===== src/hw/rtl/cfd_pkg.sv =====
package cfd_pkg;

  localparam int unsigned SampleCount = 5;
  localparam int unsigned AdcBits     = 11;
  localparam int unsigned CountBits   = 4;
  localparam int unsigned CfgIdxBits  = 2;
  localparam int unsigned CfgDataBits = 11;

  // sum of all samples, and of the middle ones after trimming
  localparam int unsigned SumBits  = AdcBits + $clog2(SampleCount);
  localparam int unsigned KeptBits = AdcBits + $clog2(SampleCount - 2);

  // divide by the kept-sample count via reciprocal multiply
  localparam int unsigned RecipShift = KeptBits + 4;
  localparam int unsigned RecipBits  = RecipShift - 1;
  localparam logic [RecipBits-1:0] RecipMul =
    RecipBits'(((64'd1 << RecipShift) + 64'(SampleCount - 2) - 64'd1) / 64'(SampleCount - 2));
  localparam int unsigned ProdBits = KeptBits + RecipBits;

  localparam logic [AdcBits-1:0] PreFullThreshRst = AdcBits'(388);
  localparam logic [AdcBits-1:0] FullThreshRst    = AdcBits'(250);
  localparam logic [CountBits-1:0] PreFullCountRst = CountBits'(5);
  localparam logic [CountBits-1:0] FullCountRst    = CountBits'(5);

  typedef enum logic [CfgIdxBits-1:0] {
    CFG_PRE_FULL_THRESH = 2'd0,
    CFG_FULL_THRESH     = 2'd1,
    CFG_PRE_FULL_COUNT  = 2'd2,
    CFG_FULL_COUNT      = 2'd3
  } cfg_idx_e;

  typedef enum logic [1:0] {
    STATUS_NOT_FULL = 2'd0,
    STATUS_PRE_FULL = 2'd1,
    STATUS_FULL     = 2'd2
  } status_e;

  typedef logic [AdcBits-1:0] sample_t;
  typedef sample_t [SampleCount-1:0] sample_vec_t;

  typedef struct packed {
    logic read_failed;
    logic charger_enabled;
    logic charge_requested;
  } flags_t;

endpackage


===== src/hw/rtl/cfd_mean.sv =====
module cfd_mean (
  input  logic [cfd_pkg::KeptBits-1:0] kept_i,
  output cfd_pkg::sample_t             mean_o
);
  import cfd_pkg::*;

  logic [ProdBits-1:0] prod;

  assign prod   = ProdBits'(kept_i) * ProdBits'(RecipMul);
  assign mean_o = prod[RecipShift +: AdcBits];

endmodule


===== src/hw/rtl/cfd_trim_mean.sv =====
module cfd_trim_mean (
  input  cfd_pkg::sample_vec_t samples_i,
  output cfd_pkg::sample_t     mean_o
);
  import cfd_pkg::*;

  logic [SumBits-1:0]  total;
  logic [KeptBits-1:0] kept;
  sample_t             hi;
  sample_t             lo;

  always_comb begin
    hi    = samples_i[0];
    lo    = samples_i[0];
    total = SumBits'(samples_i[0]);
    for (int unsigned i = 1; i < SampleCount; i++) begin
      if (samples_i[i] > hi) hi = samples_i[i];
      if (samples_i[i] < lo) lo = samples_i[i];
      total = total + SumBits'(samples_i[i]);
    end
  end

  assign kept = KeptBits'(total - SumBits'(hi) - SumBits'(lo));

  cfd_mean u_div (
    .kept_i (kept),
    .mean_o (mean_o)
  );

endmodule


===== src/hw/rtl/cfd_detect.sv =====
module cfd_detect (
  input  logic                                clk_i,
  input  logic                                rst_ni,
  input  logic                                cfg_we_i,
  input  logic [cfd_pkg::CfgIdxBits-1:0]      cfg_idx_i,
  input  logic [cfd_pkg::CfgDataBits-1:0]     cfg_data_i,
  input  logic                                step_i,
  input  cfd_pkg::flags_t                     flags_i,
  input  cfd_pkg::sample_t                    mean_i,
  output cfd_pkg::status_e                    status_o
);
  import cfd_pkg::*;

  sample_t              pre_thresh_q, full_thresh_q;
  logic [CountBits-1:0] pre_limit_q, full_limit_q;
  logic [CountBits-1:0] pre_cnt_q, pre_cnt_d, full_cnt_q, full_cnt_d;
  logic                 pre_flag_q, pre_flag_d, full_flag_q, full_flag_d;

  always_ff @(posedge clk_i or negedge rst_ni) begin
    if (!rst_ni) begin
      pre_thresh_q  <= PreFullThreshRst;
      full_thresh_q <= FullThreshRst;
      pre_limit_q   <= PreFullCountRst;
      full_limit_q  <= FullCountRst;
    end else if (cfg_we_i) begin
      case (cfg_idx_e'(cfg_idx_i))
        CFG_PRE_FULL_THRESH: pre_thresh_q  <= cfg_data_i[AdcBits-1:0];
        CFG_FULL_THRESH:     full_thresh_q <= cfg_data_i[AdcBits-1:0];
        CFG_PRE_FULL_COUNT:  pre_limit_q   <= cfg_data_i[CountBits-1:0];
        CFG_FULL_COUNT:      full_limit_q  <= cfg_data_i[CountBits-1:0];
        default: ;
      endcase
    end
  end

  always_comb begin
    pre_cnt_d   = pre_cnt_q;
    full_cnt_d  = full_cnt_q;
    pre_flag_d  = pre_flag_q;
    full_flag_d = full_flag_q;
    if (!flags_i.charge_requested || (!flags_i.read_failed && !flags_i.charger_enabled)) begin
      pre_cnt_d   = '0;
      full_cnt_d  = '0;
      pre_flag_d  = 1'b0;
      full_flag_d = 1'b0;
    end else if (!flags_i.read_failed) begin
      if (!pre_flag_q && (mean_i < pre_thresh_q)) begin
        if (pre_cnt_q >= pre_limit_q) pre_flag_d = 1'b1;
        else                          pre_cnt_d  = pre_cnt_q + CountBits'(1);
      end else begin
        pre_cnt_d = '0;
      end
      if (!full_flag_q && (mean_i < full_thresh_q)) begin
        if (full_cnt_q >= full_limit_q) full_flag_d = 1'b1;
        else                            full_cnt_d  = full_cnt_q + CountBits'(1);
      end
    end
  end

  always_ff @(posedge clk_i or negedge rst_ni) begin
    if (!rst_ni) begin
      pre_cnt_q   <= '0;
      full_cnt_q  <= '0;
      pre_flag_q  <= 1'b0;
      full_flag_q <= 1'b0;
    end else if (step_i) begin
      pre_cnt_q   <= pre_cnt_d;
      full_cnt_q  <= full_cnt_d;
      pre_flag_q  <= pre_flag_d;
      full_flag_q <= full_flag_d;
    end
  end

  always_comb begin
    if (full_flag_d)     status_o = STATUS_FULL;
    else if (pre_flag_d) status_o = STATUS_PRE_FULL;
    else                 status_o = STATUS_NOT_FULL;
  end

endmodule


===== src/hw/rtl/charge_full_detector_unit.sv =====
// Channel   Dir  Payload
// s_axis    in   tdata: sample_a..sample_e, tuser: charge_requested, charger_enabled,
//                read_failed
// m_axis    out  tdata: charge_status, mean_current, tuser: read_error
// cfg       in   cfg_we_i / cfg_idx_i / cfg_data_i, one register per write
//
// One beat per cycle sustained while m_axis_tready is high; each beat is registered at input and output.
// The input register feeds trimmed mean and detection logic into the output register.
// Reset clears both stage valids, the counters and flags, and loads register defaults.
// A stalled output holds its beat; the input stage refills while the output drains.
module charge_full_detector_unit (
  input  logic                              clk_i,
  input  logic                              rst_ni,
  input  logic                              cfg_we_i,
  input  logic [cfd_pkg::CfgIdxBits-1:0]    cfg_idx_i,
  input  logic [cfd_pkg::CfgDataBits-1:0]   cfg_data_i,
  input  logic                              s_axis_tvalid,
  output logic                              s_axis_tready,
  input  logic [55:0]                       s_axis_tdata,  // sample_a..sample_e, 11 bits each, pad
  input  logic [2:0]                        s_axis_tuser,  // charge_requested, charger_enabled,
                                                           // read_failed
  output logic                              m_axis_tvalid,
  input  logic                              m_axis_tready,
  output logic [15:0]                       m_axis_tdata,  // charge_status, mean_current, pad
  output logic [0:0]                        m_axis_tuser   // read_error
);
  import cfd_pkg::*;

  logic        in_vld_q;
  sample_vec_t samples_q;
  flags_t      flags_q;
  logic        out_vld_q;
  status_e     status_q;
  logic        error_q;
  sample_t     mean_out_q;
  logic        advance;
  logic        compute_ok;
  sample_t     mean;
  status_e     status;

  assign advance       = in_vld_q && (!out_vld_q || m_axis_tready);
  assign s_axis_tready = !in_vld_q || advance;

  always_ff @(posedge clk_i or negedge rst_ni) begin
    if (!rst_ni) begin
      in_vld_q <= 1'b0;
    end else if (s_axis_tready) begin
      in_vld_q <= s_axis_tvalid;
    end
  end

  always_ff @(posedge clk_i) begin
    if (s_axis_tready && s_axis_tvalid) begin
      for (int unsigned i = 0; i < SampleCount; i++) begin
        samples_q[i] <= s_axis_tdata[i*AdcBits +: AdcBits];
      end
      flags_q <= flags_t'(s_axis_tuser);
    end
  end

  cfd_trim_mean u_mean (
    .samples_i (samples_q),
    .mean_o    (mean)
  );

  cfd_detect u_detect (
    .clk_i      (clk_i),
    .rst_ni     (rst_ni),
    .cfg_we_i   (cfg_we_i),
    .cfg_idx_i  (cfg_idx_i),
    .cfg_data_i (cfg_data_i),
    .step_i     (advance),
    .flags_i    (flags_q),
    .mean_i     (mean),
    .status_o   (status)
  );

  assign compute_ok = flags_q.charge_requested && !flags_q.read_failed;

  always_ff @(posedge clk_i or negedge rst_ni) begin
    if (!rst_ni) begin
      out_vld_q <= 1'b0;
    end else if (!out_vld_q || m_axis_tready) begin
      out_vld_q <= in_vld_q;
    end
  end

  always_ff @(posedge clk_i) begin
    if (advance) begin
      status_q   <= compute_ok ? status : STATUS_NOT_FULL;
      error_q    <= flags_q.charge_requested && flags_q.read_failed;
      mean_out_q <= compute_ok ? mean : '0;
    end
  end

  assign m_axis_tvalid = out_vld_q;
  assign m_axis_tdata  = {3'b000, mean_out_q, status_q};
  assign m_axis_tuser  = error_q;

endmodule


===== config.mk =====
export PLATFORM = sky130hd
export DESIGN_NAME = charge_full_detector_unit
export DESIGN_NICKNAME = d
export VERILOG_FILES = /design/src/hw/rtl/cfd_pkg.sv /design/src/hw/rtl/cfd_mean.sv /design/src/hw/rtl/cfd_trim_mean.sv /design/src/hw/rtl/cfd_detect.sv /design/src/hw/rtl/charge_full_detector_unit.sv
export SDC_FILE = /design/constraint.sdc
export NUM_CORES = 1
export LEC_CHECK = 0
export ABC_AREA = 1
export BUFFER_PORTS_ARGS = -buffer_cell sky130_fd_sc_hd__buf_4
export CAP_MARGIN = 20
export CORE_ASPECT_RATIO = 1.25
export CORE_MARGIN = 2
export CORE_UTILIZATION = 40
export DETAILED_ROUTE_END_ITERATION = 12
export SKIP_CTS_REPAIR_TIMING = 1
export SYNTH_ARGS = -nofsm -noshare
export SYNTH_HDL_FRONTEND = slang
export SYNTH_HIERARCHICAL = 1
export SYNTH_SLANG_ARGS = --single-unit
export TNS_END_PERCENT = 50

===== constraint.sdc =====
create_clock -name clk_i -period 22.2 [get_ports clk_i]
set_input_delay 2.22 -clock clk_i [delete_from_list [all_inputs] [get_ports clk_i]]
set_output_delay 2.22 -clock clk_i [all_outputs]
set_load 0.1 [all_outputs]

==> results by group <==
Die
  • Die area: 0.0335 sq mm
  • Horiz. Die Dim: 164 um
  • I/O pins: 96
  • Starting Density: 40.5%
  • Die height: 204 um
  • Rows: 73
  • Core ar.: 0.0317 sq mm

Global routing
  • Vias in the first global route: 10,427
  • Largest net degree at the start of global routing: 59
  • Global route total overflow: 0
  • Initial antenna violation count: 0
  • First-pass GRT wire length: 50.4 mm
  • Total GRT Usage: 18.9%

Placement
  • Inst Count DP: 2,050
  • HPWL Detailed: 25.1 mm
  • Port bufs: 91
  • Placer Congestion: 0.877

STA
  • Fmax: 0.0566 GHz
  • Tmin final: 17.67 ns
  • Worst slew pin tran: 1.05 ns
  • Unrepaired setup endpoints after global routing: false
  • Final count of hold timing violations: 0
  • Max-Slew Margin vs Limit: 30.0%
  • Fin Setup TNS: 0 ns
  • # setup viols final: 0
  • Max Slew Vio Count: 0
  • Setup Skew: 0.0166 ns
  • Hold Slack: 0.486 ns
  • Final period utilization: 79.6%

Clock tree
  • CTS buffer count: 17
  • Clk_lat worst skew: 0.43 ns
  • Clock transition at path regs: 0.06 ns
  • H-tree Lvls: 4
  • CTS tree: yes
  • Clk sinks: 114
  • Clk buf depth: 2
  • Root Buffer Master: clkbuf_16

Yosys
  • Mean Syn Cell Area: 8.19 sq um
  • Cell variety after synth: 44
  • Post-synth EDFFs: 72
  • Number of warnings issued by yosys: 6
  • Cells after synthesis: 1,568
  • Synthesis-stage register bit count: 114
  • Top FF cell, synth: edfxtp_1
  • Asr flop ratio synth: 36.8%
  • Post-Synthesis Cell Area: 0.0128 sq mm
  • Register area share after synthesis: 25.2%

Worst setup path
  • Max Fanout on Critical Path: 24
  • Critical path capture point type: flip-flop
  • Crit path launch type: flip-flop
  • Crit path kind: reg -> reg
  • CP dominant cell by count: nand2_1
  • Worst-path cell with the longest stage delay: fa_1
  • Worst path top cell family by delay: adder cells
  • Worst Path Required: 22.37 ns
  • Worst stage delay on the critical path: 0.61 ns
  • Buffers & Inverters on Critical Path: 9
  • CP Data Arrival Time: 17.84 ns

Detailed routing
  • Via count: 10,226
  • Antenna viol nets, final: 0
  • Final wirelength: 30.3 mm
  • Routed length per placed instance: 14.6 um
  • Via density: 4.91
  • 1st-pass router iterations: 5
  • Initial DRC count: 449
  • Residual DRC: 0

Layout
  • Register area: 0.00323 sq mm
  • Fillers: 3,149
  • Most frequent cells in the layout: 359 x nand2_1, 336 x inv_1, 193 x ha_1, 113 x o21ai_0, 103 x fa_1
  • Nets: 2,030
  • Antenna Cells: 0
  • Layout cell share with drive strength beyond 1: 11.4%
  • Area delta synth->final: 13.0%
  • Finished Layout Cells: 2,082
  • Commonest non-fill, non-tap cell in the layout: nand2_1
  • Multi-input gate area: 0.00819 sq mm

Hold path
  • Hold Path Class: reg -> reg

Flow run
  • Maxcap violations: 0

Status
  • Status: finished, final reports clean
-- Yosys cell counts, types with 2 or more instances --
library cell / n / share of area [%]
nor3_2: 3 / 0.23
clkbuf_1: 14 / 0.41
a2111oi_0: 2 / 0.14
a21oi_2: 2 / 0.14
dfrtp_1: 29 / 5.7
buf_6: 3 / 0.26
dfstp_2: 13 / 2.7
nand4_1: 24 / 1.2
o21ai_1: 10 / 0.39
xor2_1: 12 / 0.82
nand2_2: 13 / 0.63
edfxtp_1: 72 / 17
nor4_1: 2 / 0.097
clkinv_1: 4 / 0.12
and2_1: 2 / 0.097
a21oi_1: 73 / 2.8
inv_1: 337 / 9.9
nand3_1: 63 / 2.5
nor2_2: 17 / 0.83
ha_1: 193 / 19
nand3_2: 2 / 0.16
buf_2: 2 / 0.078
nor2_1: 59 / 1.7
fa_1: 103 / 16
buf_4: 6 / 0.35
xnor2_1: 6 / 0.41
nor2_4: 4 / 0.35
nand2_1: 359 / 10
a31oi_1: 3 / 0.15
o21bai_1: 3 / 0.18
o21ai_0: 113 / 4.4
a21o_1: 5 / 0.29
inv_2: 4 / 0.12
-- final cells by class --
type | count | area share [%]
sequential | 114 | 22.3
clock buffer | 20 | 3.37
timing repair buffer | 93 | 4.81
clock inverter | 12 | 0.621
inverter | 345 | 8.93
multi-input combinational | 1086 | 56.4
tap | 412 | 3.55
-- per-layer routing --
metal  vias to the layer above  part of all wire [%]  track usage (%)
li1                       5176                     -                -
met1                      4854                    43             23.2
met2                       163                    52             34.5
met3                        33                   3.2             2.46
met4                         0                   1.9             5.26
met5                         -                     0                0
-- worst paths after layout --
check,from,endpoint,cells after the start,slack (ns)
worst max-delay path,samples_q[6]$_DFFE_PP_,status_q[0]$_SDFFCE_PN0P_,84,4.53
worst min-delay path,u_detect/full_thresh_q[2]$_DFFE_PN0P_,u_detect/full_thresh_q[2]$_DFFE_PN0P_,2,0.49
worst max register to register,samples_q[6]$_DFFE_PP_,status_q[0]$_SDFFCE_PN0P_,84,4.53
worst min register to register,u_detect/full_thresh_q[2]$_DFFE_PN0P_,u_detect/full_thresh_q[2]$_DFFE_PN0P_,2,0.49
max in group asynchronous,rst_ni,u_detect/full_thresh_q[1]$_DFFE_PN1P_,1,20.04
min in group asynchronous,rst_ni,u_detect/full_limit_q[1]$_DFFE_PN0P_,1,1.78
-- registers in the layout (all words and copies together), names as in the netlist, 2 cells and up --
register	flops
u_detect/full_limit_q	4
u_detect/pre_thresh_q	11
mean_out_q	11
u_detect/pre_cnt_q	4
status_q	2
u_detect/pre_limit_q	4
u_detect/full_thresh_q	11
samples_q	55
u_detect/full_cnt_q	4
flags_q	3
-- logic make-up (layout without fill, tap and decap cells) --
logic type      after synthesis  after routing  share of synthesized area (%)
compound gates              216            216                           8.87
xor+xnor                     18             18                           1.23
fa+ha+maj                   296            296                           34.9
buf+inv                     370            470                           11.2
flops                       114            114                           25.2
other cells                   1              3                         0.0292
simple gates                553            553                           18.6
-- through the flow --
step	setup slack [ns]	utilization (%)	instance area, sq um
detailed placement	4.61	43.9	13900
CTS	4.51	45.8	14500
finish	4.53	45.8	14500
global route	2.48	45.8	14500
global placement	4.70	43.9	13900
floorplan	7.48	-	12800
-- tightest hold or removal path: stages, from the launching register on --
cell and delay, ns:
dfrtp_1 0.34, nand2_1 0.05, o21ai_0 0.06
Power is not shown: default switching activity piles up to over one toggle a cycle in this logic, so the estimate is an artifact.
